[config.mk]
export PLATFORM = sky130hd
export DESIGN_NAME = byte_ring_buffer_with_commit_top
export DESIGN_NICKNAME = d
export VERILOG_FILES = /design/src/rtl/brb_pkg.sv /design/src/rtl/byte_ring_buffer_with_commit_top.sv /design/src/rtl/brb_front.sv /design/src/rtl/brb_back.sv /design/src/rtl/brb_out_queue.sv
export SDC_FILE = /design/constraint.sdc
export NUM_CORES = 2
export LEC_CHECK = 0
export ABC_AREA = 1
export BUFFER_PORTS_ARGS = -buffer_cell sky130_fd_sc_hd__buf_2
export CORE_UTILIZATION = 38
export CTS_BUF_LIST = sky130_fd_sc_hd__clkbuf_4 sky130_fd_sc_hd__clkbuf_8 sky130_fd_sc_hd__clkbuf_16
export CTS_CLUSTER_DIAMETER = 200
export DETAILED_ROUTE_END_ITERATION = 10
export GPL_TIMING_DRIVEN = 0
export SYNTH_ARGS = -nofsm -noshare
export SYNTH_HDL_FRONTEND = slang
export SYNTH_SLANG_ARGS = --single-unit
[constraint.sdc]
create_clock -name clock -period 3.9 [get_ports clock]
set_clock_uncertainty 0.1 [all_clocks]
set_input_delay 0.585 -clock clock [delete_from_list [all_inputs] [get_ports clock]]
set_output_delay 0.585 -clock clock [all_outputs]
set_load 0.02 [all_outputs]
[src/rtl/brb_pkg.sv]
package brb_pkg;

   // Size of the byte store and the widths that follow from it.
   localparam int DEPTH = 256;
   localparam int PTR_W = $clog2(DEPTH);
   localparam int LEN_W = PTR_W + 1;

   // Command queue between the front and the back.
   localparam int CQ_DEPTH = 2;
   localparam int CQ_IDX_W = $clog2(CQ_DEPTH);
   localparam int CQ_CNT_W = $clog2(CQ_DEPTH + 1);

   // Result queue at the output.
   localparam int OQ_DEPTH = 4;
   localparam int OQ_IDX_W = $clog2(OQ_DEPTH);
   localparam int OQ_CNT_W = $clog2(OQ_DEPTH + 1);

   // Function codes as they arrive on the request port.
   localparam logic [1:0] FUNC_PUSH   = 2'd0;
   localparam logic [1:0] FUNC_COMMIT = 2'd1;
   localparam logic [1:0] FUNC_POP    = 2'd2;
   localparam logic [1:0] FUNC_CLEAR  = 2'd3;

   typedef enum logic [1:0] {
      OP_PUSH,
      OP_COMMIT,
      OP_POP,
      OP_CLEAR
   } op_type;

   // One decoded command word.
   typedef struct packed {
      op_type     op;
      logic [7:0] data;
   } cmd_type;

   // One result word.
   typedef struct packed {
      logic [7:0]       data_out;
      logic             ok;
      logic [LEN_W-1:0] committed_count;
      logic             overrun;
   } rsp_type;

endpackage

[src/rtl/byte_ring_buffer_with_commit_top.sv]
// Channel    Direction  Handshake            Word
// req        in         req_push / req_full  req_func, req_data_in
// rsp        out        rsp_empty / rsp_pop  rsp_data_out, rsp_ok, rsp_committed_count,
//                                            rsp_overrun
//
// One word is taken every cycle for as long as results are drained; the
// executor updates all pointers together and the byte store has one write
// and one registered read port. A request passes the command queue, the
// read stage and the result queue before its result shows on rsp. Reset is
// synchronous and needs no clearing pass: the store is only read where a
// push has written. A stalled rsp side fills the four-word result queue and
// then the two-word command queue before req_full rises.
module byte_ring_buffer_with_commit_top (
   input  logic                        clock,
   input  logic                        reset,
   input  logic                        req_push,
   output logic                        req_full,
   input  logic [1:0]                  req_func,
   input  logic [7:0]                  req_data_in,
   output logic                        rsp_empty,
   input  logic                        rsp_pop,
   output logic [7:0]                  rsp_data_out,
   output logic                        rsp_ok,
   output logic [brb_pkg::LEN_W-1:0]   rsp_committed_count,
   output logic                        rsp_overrun
);

   logic                           cmd_valid;
   brb_pkg::cmd_type               cmd;
   logic                           cmd_take;
   logic [brb_pkg::OQ_CNT_W-1:0]   out_level;
   logic                           res_valid;
   brb_pkg::rsp_type               res;
   brb_pkg::rsp_type               head;

   // Front: accepts and classifies request words.
   brb_front u_front (
      .clock       (clock),
      .reset       (reset),
      .req_push    (req_push),
      .req_full    (req_full),
      .req_func    (req_func),
      .req_data_in (req_data_in),
      .cmd_valid   (cmd_valid),
      .cmd         (cmd),
      .cmd_take    (cmd_take)
   );

   // Back: executes commands on the byte store.
   brb_back u_back (
      .clock     (clock),
      .reset     (reset),
      .cmd_valid (cmd_valid),
      .cmd       (cmd),
      .cmd_take  (cmd_take),
      .out_level (out_level),
      .res_valid (res_valid),
      .res       (res)
   );

   // Result queue towards the consumer.
   brb_out_queue u_out_queue (
      .clock     (clock),
      .reset     (reset),
      .res_valid (res_valid),
      .res       (res),
      .level     (out_level),
      .rsp_empty (rsp_empty),
      .rsp_pop   (rsp_pop),
      .head      (head)
   );

   assign rsp_data_out        = head.data_out;
   assign rsp_ok              = head.ok;
   assign rsp_committed_count = head.committed_count;
   assign rsp_overrun         = head.overrun;

endmodule

[src/rtl/brb_front.sv]
module brb_front (
   input  logic                clock,
   input  logic                reset,
   input  logic                req_push,
   output logic                req_full,
   input  logic [1:0]          req_func,
   input  logic [7:0]          req_data_in,
   output logic                cmd_valid,
   output brb_pkg::cmd_type    cmd,
   input  logic                cmd_take
);

   brb_pkg::cmd_type               entry_ff [brb_pkg::CQ_DEPTH];
   logic [brb_pkg::CQ_IDX_W-1:0]   wr_idx_ff, wr_idx_in;
   logic [brb_pkg::CQ_IDX_W-1:0]   rd_idx_ff, rd_idx_in;
   logic [brb_pkg::CQ_CNT_W-1:0]   count_ff, count_in;
   brb_pkg::cmd_type               decoded;
   logic                           accept;
   logic                           take;

   // Classify the incoming function code.
   always_comb begin
      decoded.data = req_data_in;
      unique case (req_func)
         brb_pkg::FUNC_PUSH:   decoded.op = brb_pkg::OP_PUSH;
         brb_pkg::FUNC_COMMIT: decoded.op = brb_pkg::OP_COMMIT;
         brb_pkg::FUNC_POP:    decoded.op = brb_pkg::OP_POP;
         default:              decoded.op = brb_pkg::OP_CLEAR;
      endcase
   end

   assign req_full  = (count_ff == brb_pkg::CQ_CNT_W'(brb_pkg::CQ_DEPTH));
   assign accept    = req_push && !req_full;
   assign cmd_valid = (count_ff != '0);
   assign take      = cmd_take && cmd_valid;
   assign cmd       = entry_ff[rd_idx_ff];

   // Queue pointers and fill level.
   always_comb begin
      wr_idx_in = wr_idx_ff;
      rd_idx_in = rd_idx_ff;
      count_in  = count_ff;
      if (accept) begin
         wr_idx_in = (wr_idx_ff == brb_pkg::CQ_IDX_W'(brb_pkg::CQ_DEPTH - 1)) ?
                     '0 : wr_idx_ff + 1'b1;
      end
      if (take) begin
         rd_idx_in = (rd_idx_ff == brb_pkg::CQ_IDX_W'(brb_pkg::CQ_DEPTH - 1)) ?
                     '0 : rd_idx_ff + 1'b1;
      end
      if (accept && !take) begin
         count_in = count_ff + 1'b1;
      end else if (take && !accept) begin
         count_in = count_ff - 1'b1;
      end
   end

   always_ff @(posedge clock) begin
      if (reset) begin
         wr_idx_ff <= '0;
         rd_idx_ff <= '0;
         count_ff  <= '0;
      end else begin
         wr_idx_ff <= wr_idx_in;
         rd_idx_ff <= rd_idx_in;
         count_ff  <= count_in;
      end
   end

   // Queue storage carries no reset.
   always_ff @(posedge clock) begin
      if (accept) begin
         entry_ff[wr_idx_ff] <= decoded;
      end
   end

endmodule

[src/rtl/brb_back.sv]
module brb_back (
   input  logic                          clock,
   input  logic                          reset,
   input  logic                          cmd_valid,
   input  brb_pkg::cmd_type              cmd,
   output logic                          cmd_take,
   input  logic [brb_pkg::OQ_CNT_W-1:0]  out_level,
   output logic                          res_valid,
   output brb_pkg::rsp_type              res
);

   logic [7:0]                  store_ff [brb_pkg::DEPTH];
   logic [7:0]                  rd_data_ff;
   logic [brb_pkg::PTR_W-1:0]   rp_ff, rp_in;
   logic [brb_pkg::PTR_W-1:0]   wp_ff, wp_in;
   logic [brb_pkg::PTR_W-1:0]   cwp_ff, cwp_in;
   logic [brb_pkg::LEN_W-1:0]   total_ff, total_in;
   logic [brb_pkg::LEN_W-1:0]   committed_ff, committed_in;
   logic                        ovr_ff, ovr_in;
   logic                        s2_valid_ff;
   logic                        s2_pop_ff;
   logic                        s2_ok_ff;
   logic [brb_pkg::LEN_W-1:0]   s2_count_ff;
   logic                        s2_ovr_ff;
   logic                        fire;
   logic                        wr_en;
   logic                        ok;
   logic                        pop_ok;

   function automatic logic [brb_pkg::PTR_W-1:0] next_index(
      input logic [brb_pkg::PTR_W-1:0] ptr
   );
      logic [brb_pkg::PTR_W-1:0] nxt;
      nxt = (ptr == brb_pkg::PTR_W'(brb_pkg::DEPTH - 1)) ? '0 : ptr + 1'b1;
      return nxt;
   endfunction

   // Take a command only when the result queue has room for it and for
   // the word already in the read stage.
   assign fire = cmd_valid &&
                 (({1'b0, out_level} + {brb_pkg::OQ_CNT_W'(0), s2_valid_ff}) <
                  (brb_pkg::OQ_CNT_W + 1)'(brb_pkg::OQ_DEPTH));
   assign cmd_take = fire;

   // Execute one command against the pointers and lengths.
   always_comb begin
      rp_in        = rp_ff;
      wp_in        = wp_ff;
      cwp_in       = cwp_ff;
      total_in     = total_ff;
      committed_in = committed_ff;
      ovr_in       = ovr_ff;
      wr_en        = 1'b0;
      ok           = 1'b0;
      pop_ok       = 1'b0;
      if (fire) begin
         unique case (cmd.op)
            brb_pkg::OP_PUSH: begin
               if (!ovr_ff) begin
                  if (total_ff >= brb_pkg::LEN_W'(brb_pkg::DEPTH - 1)) begin
                     ovr_in = 1'b1;
                  end else begin
                     wr_en    = 1'b1;
                     wp_in    = next_index(wp_ff);
                     total_in = total_ff + 1'b1;
                     ok       = 1'b1;
                  end
               end
            end
            brb_pkg::OP_COMMIT: begin
               if (ovr_ff) begin
                  wp_in    = cwp_ff;
                  total_in = committed_ff;
                  ovr_in   = 1'b0;
               end else begin
                  cwp_in       = wp_ff;
                  committed_in = total_ff;
                  ok           = 1'b1;
               end
            end
            brb_pkg::OP_POP: begin
               if (committed_ff != '0) begin
                  ok     = 1'b1;
                  pop_ok = 1'b1;
                  if (total_ff <= brb_pkg::LEN_W'(1)) begin
                     rp_in        = '0;
                     wp_in        = '0;
                     cwp_in       = '0;
                     total_in     = '0;
                     committed_in = '0;
                     ovr_in       = 1'b0;
                  end else begin
                     rp_in        = next_index(rp_ff);
                     total_in     = total_ff - 1'b1;
                     committed_in = committed_ff - 1'b1;
                  end
               end
            end
            default: begin
               rp_in        = '0;
               wp_in        = '0;
               cwp_in       = '0;
               total_in     = '0;
               committed_in = '0;
               ovr_in       = 1'b0;
            end
         endcase
      end
   end

   // Control state and the read stage valid bit.
   always_ff @(posedge clock) begin
      if (reset) begin
         rp_ff        <= '0;
         wp_ff        <= '0;
         cwp_ff       <= '0;
         total_ff     <= '0;
         committed_ff <= '0;
         ovr_ff       <= 1'b0;
         s2_valid_ff  <= 1'b0;
      end else begin
         rp_ff        <= rp_in;
         wp_ff        <= wp_in;
         cwp_ff       <= cwp_in;
         total_ff     <= total_in;
         committed_ff <= committed_in;
         ovr_ff       <= ovr_in;
         s2_valid_ff  <= fire;
      end
   end

   // Read stage payload, held alongside the registered store output.
   always_ff @(posedge clock) begin
      if (fire) begin
         s2_pop_ff   <= pop_ok;
         s2_ok_ff    <= ok;
         s2_count_ff <= committed_in;
         s2_ovr_ff   <= ovr_in;
      end
   end

   // Byte store: one write port and one registered read port.
   always_ff @(posedge clock) begin
      if (wr_en) begin
         store_ff[wp_ff] <= cmd.data;
      end
      if (pop_ok) begin
         rd_data_ff <= store_ff[rp_ff];
      end
   end

   assign res_valid           = s2_valid_ff;
   assign res.data_out        = s2_pop_ff ? rd_data_ff : 8'd0;
   assign res.ok              = s2_ok_ff;
   assign res.committed_count = s2_count_ff;
   assign res.overrun         = s2_ovr_ff;

endmodule

[src/rtl/brb_out_queue.sv]
module brb_out_queue (
   input  logic                          clock,
   input  logic                          reset,
   input  logic                          res_valid,
   input  brb_pkg::rsp_type              res,
   output logic [brb_pkg::OQ_CNT_W-1:0]  level,
   output logic                          rsp_empty,
   input  logic                          rsp_pop,
   output brb_pkg::rsp_type              head
);

   brb_pkg::rsp_type               entry_ff [brb_pkg::OQ_DEPTH];
   logic [brb_pkg::OQ_IDX_W-1:0]   wr_idx_ff, wr_idx_in;
   logic [brb_pkg::OQ_IDX_W-1:0]   rd_idx_ff, rd_idx_in;
   logic [brb_pkg::OQ_CNT_W-1:0]   count_ff, count_in;
   logic                           take;

   assign rsp_empty = (count_ff == '0);
   assign take      = rsp_pop && !rsp_empty;
   assign level     = count_ff;
   assign head      = entry_ff[rd_idx_ff];

   // Pointers and fill level; the back end never writes into a full queue.
   always_comb begin
      wr_idx_in = wr_idx_ff;
      rd_idx_in = rd_idx_ff;
      count_in  = count_ff;
      if (res_valid) begin
         wr_idx_in = (wr_idx_ff == brb_pkg::OQ_IDX_W'(brb_pkg::OQ_DEPTH - 1)) ?
                     '0 : wr_idx_ff + 1'b1;
      end
      if (take) begin
         rd_idx_in = (rd_idx_ff == brb_pkg::OQ_IDX_W'(brb_pkg::OQ_DEPTH - 1)) ?
                     '0 : rd_idx_ff + 1'b1;
      end
      if (res_valid && !take) begin
         count_in = count_ff + 1'b1;
      end else if (take && !res_valid) begin
         count_in = count_ff - 1'b1;
      end
   end

   always_ff @(posedge clock) begin
      if (reset) begin
         wr_idx_ff <= '0;
         rd_idx_ff <= '0;
         count_ff  <= '0;
      end else begin
         wr_idx_ff <= wr_idx_in;
         rd_idx_ff <= rd_idx_in;
         count_ff  <= count_in;
      end
   end

   // Result storage carries no reset.
   always_ff @(posedge clock) begin
      if (res_valid) begin
         entry_ff[wr_idx_ff] <= res;
      end
   end

endmodule

After elaboration in Yosys (flattened, before gate mapping)
Memory sizes are Yosys's and may differ from the RTL's. A register that Yosys moved wholly into a read port is not among the register bits.
Index checks and enable logic that the tools add are counted.
- flip-flop bits (word level): 67
- memory bits (writable): 2144
- input bits: 14
- output and inout bits: 21
- logic and storage cells: 135
- memories kept: 3
- add/subtract/negate cells: 14
- $lt $le $gt $ge: 3
- equality and inequality tests: 13
- multiplexer cells: 57
- bitwise operators: 2
- reductions and logical operators: 26
- memories (memory ; words ; bits a word ; read ports ; clocked after Yosys merged registers in ; write ports ; RTL line ; RTL):
    u_back.store_ff ; 256 ; 8 ; 1 ; 1 ; 1 ; brb_back.sv:12 ; logic [7:0] store_ff [brb_pkg::DEPTH];
    u_out_queue.entry_ff ; 4 ; 19 ; 1 ; 1 ; 1 ; brb_out_queue.sv:12 ; brb_pkg::rsp_type entry_ff [brb_pkg::OQ_DEPTH];
    u_front.entry_ff ; 2 ; 10 ; 1 ; 1 ; 1 ; brb_front.sv:13 ; brb_pkg::cmd_type entry_ff [brb_pkg::CQ_DEPTH];
- operators by type and width (operator ; count):
    8-bit two-way mux ; 10
    9-bit two-way mux ; 8
    9-bit one-hot mux with 3 select lines ; 2
    8-bit one-hot mux with 3 select lines ; 2
    1-bit two-way mux ; 23
    9-bit by 1-bit subtractor with 9-bit output, second input constant ; 2
    8-bit by 1-bit adder with 8-bit output, second input constant ; 2
    8-bit equality test, second input constant ; 2
    8-bit one-hot mux with 2 select lines ; 1
    2-bit two-way mux ; 6
    2-bit equality test, second input constant ; 5
    9-bit by 1-bit adder with 9-bit output, second input constant ; 1
    9-bit by 8-bit greater-or-equal comparator with 1-bit output, second input constant ; 1
    9-bit by 1-bit less-or-equal comparator with 1-bit output, second input constant ; 1
    9-bit nonzero test ; 1
    1-bit logical AND ; 8
    4-bit AND reduction ; 2
    2-bit by 1-bit adder with 2-bit output, second input constant ; 3
    1-bit zero test ; 6
    3-bit two-way mux ; 2
    2-bit one-hot mux with 3 select lines ; 1
    2-bit nonzero test ; 3
    5-bit AND reduction ; 1
    3-bit by 1-bit adder with 4-bit output ; 1
    15 further kinds ; 21

Logic depth before layout (Yosys ltp)
- depth in word-level cells: 7
- mapped depth: 18

Modules after synthesis
From an unflattened synthesis, not the netlist that was laid out.
- cell total of the unflattened synthesis: 8405
- area, all modules: 92989.2 µm²
- modules (own cells, without submodules) (module ; times used ; cells each ; area each (µm²) ; sequential area each (µm²)):
    brb_back ; 1 ; 8087 ; 88687.6 ; 62980.4
    brb_out_queue ; 1 ; 248 ; 3331.9 ; 2462.4
    brb_front ; 1 ; 70 ; 969.7 ; 700.7

Least setup slack after synthesis
OpenSTA, ideal clock, no wires.
- kind: reg2reg
- start: reg (tool-made name)
- end: mem u_back.store_ff[0][0] (data pin)
- library setup time: 555 ps
- arrival time: 2356 ps
- required time: 3245 ps
- setup slack: 888 ps
- stages on the path, launching flop included: 3
- path buffers: 1
- period minus slack after synthesis: 3012 ps
- cell sequence: dfxtp_1 -> buf_4 -> mux2_2
- RTL lines (element ; RTL line):
    end, declared ; brb_back.sv:12

Final worst setup path
- start: reg u_back.wp_ff[3] (netlist name)
- end: mem u_back.store_ff[220][1] (enable)
- RTL lines (element ; RTL line ; RTL):
    start, declared ; brb_back.sv:15 ; logic [brb_pkg::PTR_W-1:0] wp_ff, wp_in;
    start signal, assigned ; brb_back.sv:123 ; wp_ff <= wp_in;
No word-level cell before the write port.

==> impl_metrics.ini <==
[status]
outcome = complete, but fails checks
violations = capacitance limit, slew limit, setup timing

[worst_setup_path]
timing.rr.start = u_back.wp_ff[3]
crit_buf_inv = 3
critPathSlowestCell = nor2_1
cp.required_ns = 4.29
timing.rr.end = u_back.store_ff[220][1]
cp_num_cells = 6
crit_fanout = 10
reg2reg_slack_ns = -0.26
critPathKind = reg2reg
critPathLaunchType = flop
crit_arrival_ns = 4.55
crit_path_end = u_back.store_ff[220][1]
end_kind = flop
worstPathCellList = clkbuf_1 > nand2_1 > inv_1 > nand2_1 > clkbuf_2 > nor2_1
critPathLaunch = u_back.wp_ff[3]
critPathMaxStageDelay_ns = 0.93
cp_top_family = simple AND/OR/NAND/NOR gates
ff2ff_path_depth = 6
critPathMostFrequentCell = nand2_1

[route]
dr.pass1.iters = 9
viasPerCell = 5.64
routedWlPerCell_um = 28.3
route.detailed.drc = 0
vias = 68136
postRouteAntennaNets = 0
drt_iter0_drc = 10194
drt-total-wl_mm = 342

[yosys]
synth_area_sq_um = 92600
yosysSeqAreaShare_pct = 71.4
synthCells = 8412
yosys-top-cells-area = edfxtp_1 (70%), nand2_1 (10%), nand3_1 (8.0%)
synth_cell_type_count = 45
synth_nets = 8444
yosysTopAreaCell = edfxtp_1
ys_ff_latch = 2222
yosys.area.top_type_share_pct = 70.1
syn_area_per_cell_sq_um = 11.0
ys_warn_count = 0

[place]
numPortBuffers = 32
dp_hpwl_mm = 228
gp_congestion = 0.981
dpl_cell_area_sq_um = 97400

[timing]
min_period_ns = 4.16
rsz0062_at_grt = yes
whs_ns = 0.182
setup_slack_ns = -0.257
clock.fmax_mhz = 241
timing_hold_violations_final = 0
period_share_pct = 107
final-max-slew-violation-count = 27
finalSetupViolCount = 417
worstMarginPinSlew_ns = 1.62
slew_headroom_pct = -8.11

[grt]
overflow = 0
antenna_found_initial = 19
grt_use_met2_pct = 41.5
busiest_layer = met2
grt_pass1_wl_mm = 472
grt.met3_usage_pct = 6.55
grt_start_max_net_pins = 134
grt_usage_pct = 27.3
grt_pass1_vias = 63533
grtUsageMet1_pct = 36.2

[finish]
fill_cells = 22459
design_area_sq_um = 106000
drive_gt1_share_pct = 9.89
synthToLayoutAreaGrowth_pct = 14.3
finalNetCount = 8737
final_common_cell = nand2_1
final_cell_mix = nand2_1 (2571), edfxtp_1 (2164), nand3_1 (1485)

[cts]
cts.htree.levels = 4
cts_tree = yes
clockBufferDepth = 3
clkTransAtPathRegs_ns = 0.06
clk_latency_ns = 0.94
cts_sinks = 2222
numCtsBuffers = 228
root_buffer = clkbuf_16

[die]
coreArea_sq_um = 241000
fp.dieH_um = 496
chipWidth_um = 496
start_util_pct = 38.4
dieArea_sq_um = 246000
core.rowCount = 180
ios = 35

[power]
cellPowerDensity_nw_per_um2 = 701
cellLeakagePower_nw = 38.6
irDropWorstVdd_uv = 465

[worst_hold_path]
worstHoldStart = reset
hp-class = in2reg

[flow_run]
drv_cap = 3
==> cells by family after synthesis <==
kind of cell               after synthesis  share of synthesized area, %
and+or+nand+nor                       4777                          21.6
DFF                                   2222                          71.4
buffers and inverters                  985                          4.30
AOI/OAI and AO/OA                      390                          2.29
adders and majority gates               18                         0.251
xor gates and xnor gates                12                         0.113
muxes                                    8                        0.0972
==> through the flow <==
step | setup slack, ns | utilization [%] | std cells | power [mW] | TNS (ns)
floorplan | 0.888 | - | 8412 | 41.0 | 0
global placement | -2.18 | 40.1 | 11629 | 51.5 | -4239.87
detailed placement | -0.569 | 40.3 | 11648 | 51.5 | -92.69
CTS | -0.0260 | 43.7 | 12082 | 73.5 | -0.401
global route | -0.185 | 43.9 | 12083 | 76.1 | -22.51
finish | -0.257 | 43.9 | 12083 | 74.3 | -37.52
==> Yosys cell counts <==
| master | instances |
|---|---|
| a211oi_1 | 1 |
| a21oi_1 | 70 |
| a22oi_1 | 1 |
| a31oi_1 | 1 |
| and2_1 | 1 |
| buf_1 | 71 |
| buf_2 | 173 |
| buf_4 | 12 |
| buf_6 | 3 |
| clkbuf_1 | 249 |
| clkinv_1 | 7 |
| dfxtp_1 | 58 |
| edfxtp_1 | 2164 |
| fa_1 | 1 |
| ha_1 | 17 |
| inv_1 | 459 |
| inv_2 | 11 |
| mux2_2 | 8 |
| nand2_1 | 2572 |
| nand2_2 | 3 |
| nand3_1 | 1489 |
| nand3_2 | 8 |
| nand3_4 | 1 |
| nand4_1 | 2 |
| nand4_2 | 1 |
| nor2_1 | 673 |
| nor2_2 | 13 |
| nor2_4 | 2 |
| nor3_1 | 6 |
| nor3_2 | 1 |
| nor3_4 | 1 |
| nor3b_1 | 2 |
| nor4_1 | 1 |
| o211a_1 | 1 |
| o211ai_1 | 45 |
| o21ai_0 | 244 |
| o21ai_1 | 1 |
| o21ai_2 | 1 |
| o21bai_1 | 1 |
| o221ai_1 | 2 |
| o22ai_1 | 20 |
| o31ai_1 | 2 |
| or2_2 | 1 |
| xnor2_1 | 2 |
| xor2_1 | 10 |
==> layer usage <==
metal  routed length [um]  share of wire, %
met1               130000                38
met2               151000                44
met3                40900                12
met4                19500               5.7
met5                  262             0.077
==> state kept, by name, indices dropped and copies added, names as in the netlist, 2 cells and up, named ones only <==
signal	cells
u_back.store_ff	2048
u_out_queue.entry_ff	76
u_front.entry_ff	20
u_back.committed_ff	9
u_back.s2_count_ff	9
u_back.total_ff	9
u_back.cwp_ff	8
u_back.rd_data_ff	8
u_back.rp_ff	8
u_back.wp_ff	8
u_out_queue.level	3
u_front.count_ff	2
u_out_queue.rd_idx_ff	2
u_out_queue.wr_idx_ff	2
==> power by group <==
part	switching [mW]	internal, mW	leakage, nW
registers	0.185	28.7	19.9
clock network	9.76	12.6	3.78
logic	18.2	4.88	14.9
total	28.2	46.1	38.6
==> worst min-delay path by stage <==
stage                              endpoint  slack, ns  cells past startpoint
final                       u_back.rp_ff[4]       0.18                      4
after global routing        u_back.rp_ff[6]       0.19                      4
after CTS                   u_back.rp_ff[4]       0.15                      4
after detailed placement  u_front.rd_idx_ff       0.36                      1
after global placement    u_front.rd_idx_ff       0.34                      1
after floorplan                        flop       0.33                      1
==> tightest hold or removal path, cell delays in order <==
cell and delay, ns:
buf_2 0.12, inv_1 0.15, o21ai_0 0.20, nor3b_1 0.07
==> what timing repair did <==
action	CTS	global route
pin swaps	1	0
hold endpoints to repair	25	0
setup endpoints to repair	704	967
hold buffers	12	0
gates resized for setup	124	181
buffers inserted	1	0
==> final cells by class <==
| type | count | area, sq um | share of cell area (%) |
|---|---|---|---|
| repair buffers | 64 | 766 | 0.723 |
| plain buffers | 507 | 2360 | 2.23 |
| flip-flops and latches | 2222 | 66100 | 62.5 |
| clock buffers | 280 | 6140 | 5.80 |
| clock inverters | 141 | 1510 | 1.43 |
| inverters | 477 | 1790 | 1.69 |
| diodes | 2 | 5.00 | 0.00473 |
| multi-input cells | 5205 | 23200 | 21.9 |
| well taps | 3185 | 3990 | 3.76 |
Note: power is estimated with default switching activity, not from simulation.
